[src/rtl/ocpl_ram.sv]
// Generic simple dual-port RAM with one write port and a registered read port.
// Stand-alone; no package dependency.
`timescale 1ns / 1ps
`default_nettype none

module ocpl_ram #(
   parameter int WIDTH = 8,
   parameter int DEPTH = 16
) (
   input  wire logic                     clock,
   input  wire logic                     wr_en,
   input  wire logic [$clog2(DEPTH)-1:0] wr_addr,
   input  wire logic [WIDTH-1:0]         wr_data,
   input  wire logic                     rd_en,
   input  wire logic [$clog2(DEPTH)-1:0] rd_addr,
   output logic      [WIDTH-1:0]         rd_data
);

   logic [WIDTH-1:0] mem_ff [DEPTH];

   always_ff @(posedge clock) begin
      if (wr_en) begin
         mem_ff[wr_addr] <= wr_data;
      end
      if (rd_en) begin
         rd_data <= mem_ff[rd_addr];
      end
   end

endmodule

`default_nettype wire

[config.mk]
export PLATFORM = sky130hd
export DESIGN_NAME = ocpl_ram
export DESIGN_NICKNAME = d
export VERILOG_FILES = /design/src/rtl/ocpl_ram.sv
export SDC_FILE = /design/constraint.sdc
export NUM_CORES = 1
export LEC_CHECK = 0
export BUFFER_PORTS_ARGS = -buffer_cell sky130_fd_sc_hd__buf_2
export CAP_MARGIN = 20
export CORE_ASPECT_RATIO = 0.6
export CORE_MARGIN = 5
export CORE_UTILIZATION = 26
export CTS_BUF_LIST = sky130_fd_sc_hd__clkbuf_16
export CTS_CLUSTER_DIAMETER = 30
export DETAILED_ROUTE_END_ITERATION = 10
export PLACE_DENSITY = 0.41
export SLEW_MARGIN = 5
export SYNTH_ARGS = -nofsm -noshare
export SYNTH_HDL_FRONTEND = slang
export SYNTH_SLANG_ARGS = --single-unit
[constraint.sdc]
create_clock -name clock -period 1.91 [get_ports clock]
set_input_delay 0.0955 -clock clock [delete_from_list [all_inputs] [get_ports clock]]
set_output_delay 0.0955 -clock clock [all_outputs]
set_load 0.1 [all_outputs]
# After elaboration in Yosys (flattened, before gate mapping)
# Memories as Yosys holds them, arrays and structs flattened. A register that Yosys moved wholly into a read port is not among the register bits.
# Cells that the tools add are included.
# Widths: inputs -> output; s select.
[totals]
regBits = 0
ramBits = 128
output_inout_bits = 8
mem_count = 1
[op_classes]
n_mux = 2
[memory_table]
columns = ["memory", "words", "width", "read_ports", "rd_ports_with_merged_regs", "wr", "line", "rtl"]
rows = [
  ["mem_ff", 16, 8, 1, 1, 1, "19", "logic [WIDTH-1:0] mem_ff [DEPTH];"],
]
[op_table]
columns = ["cell", "n"]
rows = [
  ["$mux 1", 2],
]

# Logic depth before layout (Yosys ltp)
[logic_depth]
ltp_word = 2
mapped_depth = 5
mapped_depth_nobuf = 3

# Worst setup path before layout
# Ideal clock, no wire load.
[synth_timing]
path_type = "input to register"
start = "input port wr_addr[2]"
end = "memory mem_ff[0][0] (enable)"
setup_ns = 0.383
t_arrival_ns = 1.205
required_ns = 1.527
slack_ns = 0.322
path_stages = 2
path_buffers = 0
cell_sequence = "or3b_2 -> nor3_1"
[synth_lines]
columns = ["item", "line", "rtl"]
rows = [
  ["start: declaration", "12", "input wire logic [$clog2(DEPTH)-1:0] wr_addr,"],
  ["end: declaration", "19", ""],
]
# Straight into the memory's write port.

==> summary.txt <==
STA
  • Final period utilization: 79.7%
  • Period minus WS final: 1.52 ns
  • Setup Skew: 0.00890 ns
  • Setup TNS: 0 ns
  • Final Max Slew Viols: 0
  • Worst slew margin: 66.6%
  • Final setup fails: 0
  • RSZ-0062 raised after global routing: no
  • Slew @ Worst Pin: 0.505 ns
  • Final hold violations: 0
  • Maximum clock frequency: 657 MHz

Setup path
  • Reg2reg path depth: 3
  • Crit. End Element: flip-flop
  • R2R Setup Slk: 0.39 ns
  • Type of origin of the critical path: flip-flop
  • Worst endpoint required time: 2.06 ns
  • CP arrival: 1.68 ns
  • Kind of critical path: flip-flop to flip-flop
  • Critical-path cell list: mux4_1, a22oi_1, nand2_1
  • R2R Path Start: mem_ff[10][3]
  • CP max FO: 1
  • Max incr delay on CP: 0.55 ns
  • Slowest stage cell, crit path: mux4_1
  • RR Endpoint: rd_data[3]
  • Crit path from: mem_ff[10][3]

Placement
  • Port bufs: 26
  • Placed insts: 541
  • HPWL after DPL: 8040 um
  • Placer Congestion: 0.690

Synth
  • Synth area leader: edfxtp_1
  • Post-synthesis compound-gate area fraction: 2.30%
  • Simple-gate portion of the synthesized area: 3.14%
  • Mux share of post-synthesis cell area: 14.8%
  • Number of library cell types mapped by synthesis: 18
  • Syn Nets: 248
  • Cell area after synthesis: 5230 um2
  • Main combinational cell family by area after synthesis: multiplexers
  • Ranking of synthesized cells by area: edfxtp_1, mux4_2, mux4_1
  • Xor and xnor area share after synthesis: 0%
  • Mapped Cells: 229
  • Register area share after synthesis: 78.1%
  • Synth Register Bits: 136
  • Post-synth top area share: 78.1%
  • Mapped Avg Cell Area: 22.8 um2
  • Adder-cell share of the synthesized area: 0%
  • Ys Warns: 0

Min path
  • WHS Endpoint: mem_ff[9][0]
  • Min-Delay Path Depth: 1
  • Min-delay worst type: input pin to flip-flop
  • Min-delay src: wr_data[0]

Pwr
  • PwrDens: 1080 nW/um2
  • Leak: 2.10 nW
  • Peak VDD IR: 0.000676 V

CTS
  • Num CTS Buffers: 17
  • Post-CTS Hold Buffers: 0
  • CTS max path bufs: 2
  • CTS tree: done
  • Htree depth: 4
  • Post_cts resized: 0
  • Root Driver: clkbuf_16
  • Clock transition at path regs: 0.06 ns
  • Post-CTS Setup Bufs: 0
  • Clock Latency Late Sink: 0.41 ns
  • CTS Sinks: 136

Global routing
  • Vias in the first global route: 2,565
  • Grt total ovfl: 0
  • Largest net degree at the start of global routing: 33
  • Routing usage on met2: 14.0%
  • Gr usage total: 10.9%
  • Busiest grt layer: met1
  • Grt met1 use: 17.6%
  • First-pass GRT wire length: 17,700 um
  • M3 GR Usage: 3.40%
  • Initial antenna violation count: 1

Layout
  • Synth-to-layout area growth: 22.1%
  • Most frequent cells in the layout: edfxtp_1, buf_2, buf_4
  • Most common cell after layout, fill and taps aside: edfxtp_1
  • Layout cell share with drive strength beyond 1: 32.6%
  • Final std cells w/o fill: 571
  • # diodes: 0
  • Final core utilization: 32.1%
  • Number of fill cells: 1,919
  • Nets@finish: 306

Route
  • Via count: 2,510
  • Via density: 4.40
  • Number of DRC markers in iteration 0: 183
  • DRC viols: 0
  • Antenna viol nets, final: 0
  • Detailed Route WL: 12,000 um
  • DR WL/cell: 21.1 um
  • DRT Pass-1 Iters: 4

Floorplanning
  • # rows: 40
  • Initial Utilization: 26.3%
  • Core Area: 19,900 um2
  • Die W: 193 um
  • Die height: 120 um
  • I/O pin count: 27
  • Die footprint: 23,100 um2

Run status
  • Outcome: completed

Job
  • Max Cap Violations: 0
[metrics by stage]
stage	total power, W	hold WS [ns]	setup WS, ns	cell area [um2]
after floorplan	0.00371	0.194	0.322	5230
after global placement	0.00389	0.493	0.204	5820
after detailed placement	0.00389	0.497	0.199	5820
after CTS	0.00700	0.0592	0.347	6380
after global routing	0.00717	0.0677	0.284	6380
final	0.00692	0.0715	0.387	6380
[layout make-up]
type	instances	area, um2	share of cell area [%]
Clock inverter	13	135	2.12
Timing Repair Buffer	49	340	5.33
Clock buffer	17	425	6.66
Tap cell	273	342	5.35
Sequential cell	136	4080	64.0
Multi-Input combinational cell	83	1060	16.6
[how the worst max path moves through the flow]
stage / to / slack, ns
after global routing: rd_data[3] / 0.28
final: rd_data[3] / 0.39
after floorplan: mem_ff[0][0] / 0.32
after detailed placement: rd_data[3] / 0.20
after CTS: rd_data[3] / 0.35
after global placement: rd_data[3] / 0.20
[synthesized netlist by cell type, drive strengths merged]
master	n
mux4	32
nand3b	2
clkdlybuf4s25	3
edfxtp	136
nand2	9
and2b	1
nand3	1
nand2b	2
nor2b	1
buf	7
nor3	4
and2	1
nor2	13
a22oi	16
or3b	1
[logic make-up after synthesis]
family	count (synthesis)
muxes	32
buffers and inverters	10
and+or+nand+nor	35
AOI/OAI and AO/OA	16
DFF	136
[metal layers]
layer / part of all wire, % / wire length [um] / vias to the layer above
met5: 0 / 0 / -
met3: 6.0 / 719 / 2
met4: 0.14 / 17 / 0
met1: 54 / 6490 / 1349
met2: 40 / 4810 / 65
li1: - / - / 1094
[worst max-delay path, delay by kind of cell (launching register included)]
kind             cells  cell delay (ns)
multiplexers         1             0.55
flip-flops           1             0.37
AO/OA/AOI/OAI        1             0.28
AND/OR/NAND/NOR      1             0.07
[flip-flops by register name, summed over array words and instances, names as in the netlist]
name / cells
rd_data: 8
mem_ff: 128
[power by group]
group | internal, W | switching [W]
clock network | 0.00189 | 0.00121
registers | 0.00336 | 0.0000222
logic | 0.000140 | 0.000293
total | 0.00540 | 0.00153
No activity file was read; power rests on OpenSTA's default activity.
