[src/rtl/ocpl_pkg.sv]
// Shared types, constants and codes for the octree point occupancy lookup unit.
// Used by every module of the block except ocpl_ram; depends on nothing.
`timescale 1ns / 1ps
`default_nettype none

package ocpl_pkg;

   localparam int TABLE_DEPTH = 4096;
   localparam int MAX_LEVELS  = 8;

   localparam int ADDR_W  = $clog2(TABLE_DEPTH);
   localparam int IDX_W   = ADDR_W + 1;
   localparam int LEVEL_W = $clog2(MAX_LEVELS + 1);
   localparam int DATA_W  = 32;
   localparam int BAND_W  = 31;
   localparam int MASK_W  = 8;
   localparam int OCT_W   = 3;
   localparam int CNT_W   = 3;
   localparam int CSR_W   = 3;

   localparam logic [IDX_W-1:0]   TABLE_LIMIT = IDX_W'(TABLE_DEPTH);
   localparam logic [LEVEL_W-1:0] LEVEL_CAP   = LEVEL_W'(MAX_LEVELS);

   localparam logic OP_WRITE = 1'b0;
   localparam logic OP_QUERY = 1'b1;

   localparam logic [1:0] OCC_EMPTY   = 2'd0;
   localparam logic [1:0] OCC_SURFACE = 2'd1;
   localparam logic [1:0] OCC_INSIDE  = 2'd2;

   localparam logic [DATA_W-1:0] DIST_NOT_FOUND = 32'h7FFF_FFFF;

   localparam logic [CSR_W-1:0] CSR_MIN_X = 3'd0;
   localparam logic [CSR_W-1:0] CSR_MIN_Y = 3'd1;
   localparam logic [CSR_W-1:0] CSR_MIN_Z = 3'd2;
   localparam logic [CSR_W-1:0] CSR_MAX_X = 3'd3;
   localparam logic [CSR_W-1:0] CSR_MAX_Y = 3'd4;
   localparam logic [CSR_W-1:0] CSR_MAX_Z = 3'd5;
   localparam logic [CSR_W-1:0] CSR_BAND  = 3'd6;
   localparam logic [CSR_W-1:0] CSR_NODES = 3'd7;

   typedef struct packed {
      logic [DATA_W-1:0] min_dist;
      logic [DATA_W-1:0] max_dist;
      logic [MASK_W-1:0] mask;
      logic [ADDR_W-1:0] first_child;
   } node_entry_type;

   localparam int ENTRY_W = $bits(node_entry_type);

   typedef struct packed {
      logic [2:0][DATA_W-1:0] bound_min;
      logic [2:0][DATA_W-1:0] bound_max;
      logic [BAND_W-1:0]      band;
      logic [IDX_W-1:0]       nodes;
   } cfg_type;

   localparam cfg_type CFG_RESET = '{
      bound_min: '{32'd0, 32'd0, 32'd0},
      bound_max: '{32'd65536, 32'd65536, 32'd65536},
      band:      '0,
      nodes:     '0
   };

   typedef struct packed {
      logic              hit_valid;
      logic [ADDR_W-1:0] hit_node;
      logic [1:0]        occupancy;
      logic [DATA_W-1:0] distance_guess;
   } result_type;

endpackage

`default_nettype wire

[src/rtl/ocpl_classify.sv]
// Builds one result word from a located node's distances or from a miss.
// Depends on ocpl_pkg.
`timescale 1ns / 1ps
`default_nettype none

module ocpl_classify
   import ocpl_pkg::*;
(
   input  wire logic              found,
   input  wire logic [ADDR_W-1:0] node,
   input  wire logic [DATA_W-1:0] min_dist,
   input  wire logic [DATA_W-1:0] max_dist,
   input  wire logic [BAND_W-1:0] band,
   output result_type             result
);

   logic signed [DATA_W:0] band_pos;
   logic signed [DATA_W:0] band_neg;
   logic signed [DATA_W:0] mn_ext;
   logic signed [DATA_W:0] mx_ext;
   logic        [DATA_W:0] dist_sum;
   logic        [1:0]      occ;

   always_comb begin
      band_pos = $signed({2'b00, band});
      band_neg = -band_pos;
      mn_ext   = $signed({min_dist[DATA_W-1], min_dist});
      mx_ext   = $signed({max_dist[DATA_W-1], max_dist});
      dist_sum = $unsigned(mn_ext + mx_ext);
      priority if (mx_ext < band_neg) begin
         occ = OCC_INSIDE;
      end else if (mn_ext > band_pos) begin
         occ = OCC_EMPTY;
      end else begin
         occ = OCC_SURFACE;
      end
      if (found) begin
         result.hit_valid      = 1'b1;
         result.hit_node       = node;
         result.occupancy      = occ;
         result.distance_guess = dist_sum[DATA_W:1];
      end else begin
         result.hit_valid      = 1'b0;
         result.hit_node       = '0;
         result.occupancy      = OCC_EMPTY;
         result.distance_guess = DIST_NOT_FOUND;
      end
   end

endmodule

`default_nettype wire

[src/rtl/ocpl_walker.sv]
// Query sequencer: descends the node table one level per read, tracking the box.
// Depends on ocpl_pkg and ocpl_classify; reads the table through the top level RAM.
`timescale 1ns / 1ps
`default_nettype none

module ocpl_walker
   import ocpl_pkg::*;
(
   input  wire logic                   clock,
   input  wire logic                   reset,
   input  wire logic                   query_start,
   input  wire logic [2:0][DATA_W-1:0] point,
   input  wire cfg_type                cfg,
   output logic                        rd_en,
   output logic        [ADDR_W-1:0]    rd_addr,
   input  wire node_entry_type         rd_entry,
   output logic                        busy,
   output logic                        rsp_valid,
   output result_type                  rsp
);

   localparam logic [1:0] S_IDLE = 2'd0;
   localparam logic [1:0] S_ADDR = 2'd1;
   localparam logic [1:0] S_DATA = 2'd2;

   logic [1:0]         state_ff, state_in;
   logic [IDX_W-1:0]   idx_ff, idx_in;
   logic [LEVEL_W-1:0] level_ff, level_in;
   logic [OCT_W-1:0]   oct_ff, oct_in;
   logic signed [DATA_W-1:0] lo_ff [3];
   logic signed [DATA_W-1:0] lo_in [3];
   logic signed [DATA_W-1:0] hi_ff [3];
   logic signed [DATA_W-1:0] hi_in [3];
   logic signed [DATA_W-1:0] pt_ff [3];
   logic signed [DATA_W-1:0] pt_in [3];
   logic signed [DATA_W-1:0] ctr_ff [3];
   logic signed [DATA_W-1:0] ctr_in [3];
   logic               rsp_valid_ff, rsp_valid_in;
   result_type         rsp_ff, rsp_in;

   logic               out_of_range;
   logic               leaf_found;
   logic               done_found;
   logic [CNT_W-1:0]   below_cnt;
   logic [DATA_W:0]    box_sum;
   result_type         cls_result;

   assign out_of_range = (idx_ff >= cfg.nodes) || (idx_ff >= TABLE_LIMIT);
   assign leaf_found   = (rd_entry.mask == '0) || (level_ff == LEVEL_CAP)
                         || !rd_entry.mask[oct_ff];
   assign done_found   = (state_ff == S_DATA) && leaf_found;

   assign rd_en   = (state_ff == S_ADDR) && !out_of_range;
   assign rd_addr = idx_ff[ADDR_W-1:0];
   assign busy    = (state_ff != S_IDLE);
   assign rsp_valid = rsp_valid_ff;
   assign rsp       = rsp_ff;

   ocpl_classify u_classify (
      .found    (done_found),
      .node     (idx_ff[ADDR_W-1:0]),
      .min_dist (rd_entry.min_dist),
      .max_dist (rd_entry.max_dist),
      .band     (cfg.band),
      .result   (cls_result)
   );

   always_comb begin
      below_cnt = '0;
      for (int i = 0; i < MASK_W; i++) begin
         if ((OCT_W'(i) < oct_ff) && rd_entry.mask[i]) begin
            below_cnt = below_cnt + CNT_W'(1);
         end
      end
   end

   always_comb begin
      box_sum      = '0;
      state_in     = state_ff;
      idx_in       = idx_ff;
      level_in     = level_ff;
      oct_in       = oct_ff;
      lo_in        = lo_ff;
      hi_in        = hi_ff;
      pt_in        = pt_ff;
      ctr_in       = ctr_ff;
      rsp_valid_in = 1'b0;
      rsp_in       = rsp_ff;
      unique case (state_ff)
         S_IDLE: begin
            if (query_start) begin
               for (int a = 0; a < 3; a++) begin
                  lo_in[a] = $signed(cfg.bound_min[a]);
                  hi_in[a] = $signed(cfg.bound_max[a]);
                  pt_in[a] = $signed(point[a]);
               end
               idx_in   = '0;
               level_in = '0;
               state_in = S_ADDR;
            end
         end
         S_ADDR: begin
            for (int a = 0; a < 3; a++) begin
               box_sum   = $unsigned({lo_ff[a][DATA_W-1], lo_ff[a]})
                           + $unsigned({hi_ff[a][DATA_W-1], hi_ff[a]});
               ctr_in[a] = $signed(box_sum[DATA_W:1]);
               oct_in[a] = (pt_ff[a] >= ctr_in[a]);
            end
            if (out_of_range) begin
               rsp_valid_in = 1'b1;
               rsp_in       = cls_result;
               state_in     = S_IDLE;
            end else begin
               state_in = S_DATA;
            end
         end
         S_DATA: begin
            if (leaf_found) begin
               rsp_valid_in = 1'b1;
               rsp_in       = cls_result;
               state_in     = S_IDLE;
            end else begin
               for (int a = 0; a < 3; a++) begin
                  if (oct_ff[a]) begin
                     lo_in[a] = ctr_ff[a];
                  end else begin
                     hi_in[a] = ctr_ff[a];
                  end
               end
               idx_in   = {1'b0, rd_entry.first_child} + IDX_W'(below_cnt);
               level_in = level_ff + LEVEL_W'(1);
               state_in = S_ADDR;
            end
         end
         default: begin
            state_in = S_IDLE;
         end
      endcase
   end

   always_ff @(posedge clock) begin
      if (reset) begin
         state_ff     <= S_IDLE;
         rsp_valid_ff <= 1'b0;
      end else begin
         state_ff     <= state_in;
         rsp_valid_ff <= rsp_valid_in;
      end
   end

   always_ff @(posedge clock) begin
      idx_ff   <= idx_in;
      level_ff <= level_in;
      oct_ff   <= oct_in;
      lo_ff    <= lo_in;
      hi_ff    <= hi_in;
      pt_ff    <= pt_in;
      ctr_ff   <= ctr_in;
      rsp_ff   <= rsp_in;
   end

endmodule

`default_nettype wire

[config.mk]
export PLATFORM = sky130hd
export DESIGN_NAME = ocpl_walker
export DESIGN_NICKNAME = d
export VERILOG_FILES = /design/src/rtl/ocpl_pkg.sv /design/src/rtl/ocpl_classify.sv /design/src/rtl/ocpl_walker.sv
export SDC_FILE = /design/constraint.sdc
export NUM_CORES = 1
export LEC_CHECK = 0
export BUFFER_PORTS_ARGS = -buffer_cell sky130_fd_sc_hd__buf_2
export CAP_MARGIN = 20
export CORE_UTILIZATION = 35
export CTS_CLUSTER_SIZE = 28
export DETAILED_ROUTE_END_ITERATION = 8
export GPL_TIMING_DRIVEN = 0
export PLACE_DENSITY_LB_ADDON = 0.2
export REMOVE_ABC_BUFFERS = 1
export SLEW_MARGIN = 20
export SYNTH_ARGS = -nofsm -noshare
export SYNTH_HDL_FRONTEND = slang
export SYNTH_SLANG_ARGS = --single-unit
[constraint.sdc]
create_clock -name clock -period 6.7 [get_ports clock]
set_input_delay 1.34 -clock clock [delete_from_list [all_inputs] [get_ports clock]]
set_output_delay 1.34 -clock clock [all_outputs]
set_load 0.005 [all_outputs]
[After elaboration in Yosys (flattened, before gate mapping)]
Cells that the tools add are included.
Storage, ports and cells
  register bits: 454
  input bits: 419
Operators by class
  $add $sub $neg: 14
  $lt $le $gt $ge: 16
  equality and inequality tests: 13
  multiplexer cells: 41
  reduce and logical (&&, ||, !) cells: 29
Operators with widths (count)
  two-way mux 96 bit: 4
  one-hot mux 96 bit (2 select lines): 2
  two-way mux 32 bit: 6
  two-way mux 47 bit: 3
  adder 32 x 32 -> 33 bit: 4
  greater-or-equal comparator 32 bit: 3
  one-hot mux 47 bit (2 select lines): 1
  < comparator 32 x 33 -> 1 bit: 1
  negator 31 -> 33 bit: 1
  greater-than comparator 32 bit: 1
  two-way mux 13 bit: 2
  one-hot mux 13 bit (2 select lines): 1
  AND reduction 4 bit: 6
  adder 3 x 1 -> 3 bit, second input constant: 7
  two-way mux 3 bit: 7
  inequality test 2 bit, second input constant: 10
  adder 12 x 3 -> 13 bit: 1
  greater-or-equal comparator 13 bit: 1
  greater-or-equal comparator 13 bit, second input constant: 1
  < comparator 3 bit, first input constant: 4
  logical AND 1 bit: 10
  logical NOT 8 bit: 1
  two-way mux 4 bit: 2
  one-hot mux 4 bit (2 select lines): 1
  other kinds (18): 33

[Longest topological paths before layout]
  depth after elaboration: 20
  gate-level depth with buffers: 25

[Hierarchy]
A second synthesis with hierarchy kept.
Unflattened totals
  cell total of the unflattened synthesis: 2798
  area, all modules: 28676.3 sq um
Modules (own cells, without submodules)
  ocpl_walker: instances 1, cells an instance 2218, area each 24602.3 sq um, seq. area each 13603.0 sq um
  ocpl_classify: instances 1, cells an instance 580, area each 4073.9 sq um, seq. area each 0.0 sq um

[Least setup slack after synthesis]
Ideal clock, no wire load.
  kind: register -> register
  from: register state_ff[1]
  to: register rsp_ff (netlist bit rsp[0]) (enable)
  data arrival time: 5196 ps
  data required time: 5947 ps
  slack: 751 ps
  stages on the path, launching flop included: 4
  path buffers: 0
  period minus slack after synthesis: 5949 ps
  cells stage by stage: dfxtp_1 -> inv_1 -> ha_1 -> a21oi_1
On the way
  cells in the longest elaborated chain, start to end: 3
  elaborated cells between the ends (all ways): 6
  classes of those cells: eq/ne: 4; reduce/logical: 2
RTL lines
  start: declaration: RTL line ocpl_walker.sv:26  | logic [1:0] state_ff, state_in;
  start signal: assignment: RTL line ocpl_walker.sv:146  | state_ff <= state_in;
  == test 2 bit or == test 2 x 1 -> 1 bit (tied branches): RTL line ocpl_walker.sv:89  | unique case (state_ff)
  inequality test 2 bit (no source line) or nonzero test 2 bit (tied branches)
  AND reduction 3 bit (no source line) (*)
  end signal: assignment: RTL line ocpl_walker.sv:159  | rsp_ff <= rsp_in;
  end: declaration: RTL line ocpl_walker.sv:39  | result_type rsp_ff, rsp_in;
Every way passes the cells marked *; elsewhere a longest branch is shown, timed or not.
A chain may end at the register's enable or synchronous reset.

[Worst setup path after layout]
  from: register oct_ff[2]
  to: register idx_ff[6] (data pin)
On the way
  cells in the longest elaborated chain, start to end: 20
  elaborated cells between the ends (all ways): 34
  classes of those cells: add/sub: 8; order compare: 8; mux: 10; reduce/logical: 8
RTL lines
  start: declaration: RTL line ocpl_walker.sv:29  | logic [OCT_W-1:0] oct_ff, oct_in;
  start signal: assignment: RTL line ocpl_walker.sv:154  | oct_ff <= oct_in;
  < comparator 1 x 3 -> 1 bit: RTL line ocpl_walker.sv:71  | if ((OCT_W'(i) < oct_ff) && rd_entry.mask[i]) begin
  logical AND 1 bit: RTL line ocpl_walker.sv:71
  two-way mux 1 bit: RTL line ocpl_walker.sv:71
  adder 3 x 1 -> 3 bit: RTL line ocpl_walker.sv:72  | below_cnt = below_cnt + CNT_W'(1);
  two-way mux 3 bit: RTL line ocpl_walker.sv:71
  adder 3 x 1 -> 3 bit: RTL line ocpl_walker.sv:72
  two-way mux 3 bit: RTL line ocpl_walker.sv:71
  adder 3 x 1 -> 3 bit: RTL line ocpl_walker.sv:72
  [... 4 more ...]
  two-way mux 3 bit: RTL line ocpl_walker.sv:71
  adder 3 x 1 -> 3 bit: RTL line ocpl_walker.sv:72
  two-way mux 3 bit: RTL line ocpl_walker.sv:71
  adder 3 x 1 -> 3 bit: RTL line ocpl_walker.sv:72
  two-way mux 3 bit (*): RTL line ocpl_walker.sv:71
  adder 12 x 3 -> 13 bit (*): RTL line ocpl_walker.sv:130  | idx_in = {1'b0, rd_entry.first_child} + IDX_W'(below_cnt);
  two-way mux 13 bit (*): RTL line ocpl_walker.sv:118  | if (leaf_found) begin
  one-hot mux 13 bit (2 select lines) (*): RTL line ocpl_walker.sv:89
  end signal: assignment: RTL line ocpl_walker.sv:152  | idx_ff <= idx_in;
  end: declaration: RTL line ocpl_walker.sv:27  | logic [IDX_W-1:0] idx_ff, idx_in;
Every way passes the cells marked *; elsewhere a longest branch is shown, timed or not. The select of a mux whose other input is x is not followed.

==> results.md <==
- Largest family of logic cells by synthesized area: compound AO/OA/AOI/OAI gates
- Worst min path class: reg -> reg
- Share of layout cells above drive strength 1: 19.0%
- Fmax: 171 MHz
- Clock Tree Buf Depth: 3
- CP required: 7.02 ns
- CP top delay family: XOR/XNOR gates
- RSZ-0062 raised after global routing: no
- CP Cell Sequence: o31a_1 > ha_1 > xor2_1 > xor2_1 > ha_1 > inv_1 > nor2_1 > nor4b_1 > a31oi_1 > o21ai_1 > ha_1 > nand3_1 > xor2_1 > nand2_1 > xnor2_1 > xnor2_1 > ha_1 > nor2b_1 > o21ai_1 > or3_1 > a21boi_0
- Core ar.: 79000 µm²
- Mapped Area: 28000 µm²
- Die X: 285 µm
- Grt ovf: 0
- Gr usage total: 18.4%
- Synth Area in XOR/XNOR: 5.29%
- Clock latency on the worst-skew pair: 0.63 ns
- Initial antenna violation count: 11
- Pwr dens: 315 nW/µm²
- Total CTS buffers: 54
- CP max FO: 11
- Initial Utilization: 35.4%
- Combinational Power Share: 36.1%
- Max Slew Vio Count: 0
- R2R Path Start: oct_ff[2]$_DFFE_PN_
- Multiplexer share of the synthesized area: 0.282%
- Static Leak: 15.1 nW
- Die height: 285 µm
- WP data arrival: 6.18 ns
- Flop and latch count out of synthesis: 454
- Tcrit/Tclk final: 87.4%
- Starting DRT DRC Count: 1172
- Largest net degree at the start of global routing: 80
- CP dominant cell by count: ha_1
- Switching part of the total: 33.8%
- Vias in the first global route: 20.8k
- Global-route wire length before repair: 116000 µm
- I/O pin count: 481
- Sequential power share: 36.7%
- M1 wire length: 34700 µm
- Clock share of power: 27.2%
- Slowest stage delay, CP: 0.73 ns
- Compound-gate portion of the synthesized area: 15.6%
- Vias per cell: 4.91
- Top-count cell post-synth: edfxtp_1
- Worst-path clk slew: 0.07 ns
- Buffers on Ports: 480
- Switching power: 3.61 mW
- Hold Crit Start: ctr_ff[35]$_DFFE_PN_
- Setup slack after placement: 0.0781 ns
- NumNets Final: 3901
- Routed length on met2: 35200 µm
- Seq/Total Area, Yosys: 48.6%
- Count of different cell masters after synthesis: 74
- Yosys warning count: 0
- CTS tree: yes
- Die area: 81100 µm²
- Count of final hold-check violations: 0
- Asr flop ratio synth: 0%
- Placer congestion estimate: 0.897
- Number of cells produced by synthesis: 2674
- Critical path class: reg -> reg
- Post-CTS sizing: 0
- Cell Rows: 103
- Crit. End Element: register
- Routed Antenna Nets: 0
- Fin worst setup slack: 0.844 ns
- Ys flop type: edfxtp_1
- Adder-cell share of the synthesized area: 14.3%
- DRC: 0
- Routed len/inst: 17.8 µm
- DR vias: 20.9k
- Final setup fails: 0
- DRT Wirelength: 75900 µm
- Htree depth: 2
- P_int: 7.07 mW
- Largest cells by area after synthesis: edfxtp_1 (48%), ha_1 (14%), inv_1 (5.0%)
- Worst Setup Start Kind: register
- Dpl hpwl: 60000 µm
- Worst slew margin: 32.1%
- Post-Synth Simple-Gate Area: 9.89%
- Number of hold buffers added after CTS: 0
- Max_cap viols: 0
- Peak supply drop: 0.222 mV
- Clock root buffer: clkbuf_16
- Commonest cells in the netlist: edfxtp_1 (451), inv_1 (373), ha_1 (311)
- Worst Setup SP: oct_ff[2]$_DFFE_PN_
- Number of enable flip-flop cells after synthesis: 451
- Worst-margin pin slew: 1.02 ns
- Crit path buf inv count: 1
- Yosys top cell by area: edfxtp_1
- Final Power: 10.7 mW
- Buffers inserted by post-CTS timing repair: 0
- DR pass1 iterations: 5
- Crit path time final: 5.86 ns
- Slowest-stage cell, CP: o21ai_1
- Status: complete, no violations
- Yosys top cell area share: 48.4%
- Clock Sinks: 454
- Final worst clock skew: 0.0552 ns
- Syn avg cell area: 10.5 µm²
- Top sig layer: met5
- Met3 WL: 4000 µm
- Synth-to-Final Area Change: 21.0%
- Setup Total Neg Slack: 0 ns
-- layout by cell type (no fill, tap or decap), types with 13 or more instances in the layout --
cell	instances
nand2b_1	22
buf_16	21
nor2b_1	30
clkbuf_16	54
a31oi_1	17
edfxtp_1	451
buf_2	480
a21oi_1	131
a21o_1	141
o21ai_0	276
clkinv_2	14
nor2_1	101
o21bai_1	28
nand3_1	37
o21a_1	14
nor3_1	33
xor2_1	59
ha_1	309
and2_1	28
nand2_1	221
nand4_1	47
inv_1	373
nor4_1	13
xnor2_1	110
-- layout make-up --
cell class,count,area [µm²]
tap,1050,1310
fill,7634,45100
sequential,454,13600
multi-input combinational,1780,12800
clock buffer,66,1410
antenna,6,15.0
inverter,373,1400
timing repair buffer,503,3010
clock inverter,32,315
-- through the flow --
step	utilization [%]	hold WS, ns	cell area [µm²]	cells
finish	42.9	0.533	33900	4264
global placement	39.8	0.522	31400	4137
floorplan	-	0.513	27700	2607
global route	42.9	0.559	33900	4261
CTS	42.8	0.538	33800	4258
detailed placement	40.7	0.525	32100	4160
-- worst paths after layout --
kind / to / slack (ns) / cells after the start
worst max-delay path: idx_ff[6]$_SDFFCE_PN0P_ / 0.84 / 21
worst min-delay path: lo_ff[35]$_DFFE_PP_ / 0.53 / 2
worst max register to register: idx_ff[6]$_SDFFCE_PN0P_ / 0.84 / 21
worst min register to register: lo_ff[35]$_DFFE_PP_ / 0.53 / 2
-- sequential cells by signal (all words and copies together) (netlist names) --
| register | flops |
|---|---|
| level_ff | 4 |
| rsp_valid | 1 |
| oct_ff | 3 |
| pt_ff | 96 |
| lo_ff | 96 |
| rsp | 47 |
| state_ff | 2 |
| hi_ff | 96 |
| ctr_ff | 96 |
| idx_ff | 13 |
-- worst register-to-register path, delay by kind of cell, from the launching register on --
kind	cells	cell delay, ns
compound gates	5	1.44
xor+xnor	5	1.46
fa+ha+maj	4	1.17
buf+inv	1	0.07
flops	1	0.59
simple gates	6	0.84
-- power groups by stage --
stage / clock network, mW / registers (mW) / logic (mW)
floorplan: 0 / 3.97 / 2.64
global placement: 0 / 4.04 / 3.73
detailed placement: 0 / 3.98 / 3.87
CTS: 2.99 / 3.92 / 3.91
global route: 3.10 / 3.96 / 4.41
finish: 2.91 / 3.92 / 3.85
-- metal layers --
| metal | GRT usage, % | vias up |
|---|---|---|
| li1 | - | 10600 |
| met1 | 24.8 | 9719 |
| met2 | 30.3 | 510 |
| met3 | 3.06 | 112 |
| met4 | 5.42 | 14 |
| met5 | 0 | - |
-- kinds of logic after synthesis --
kind of cell,after synthesis
adders and majority gates,316
AOI/OAI and AO/OA,711
buffers and inverters,440
muxes,6
xor gates and xnor gates,169
DFF,454
and+or+nand+nor,578
Power figures use the tool's default switching activity.
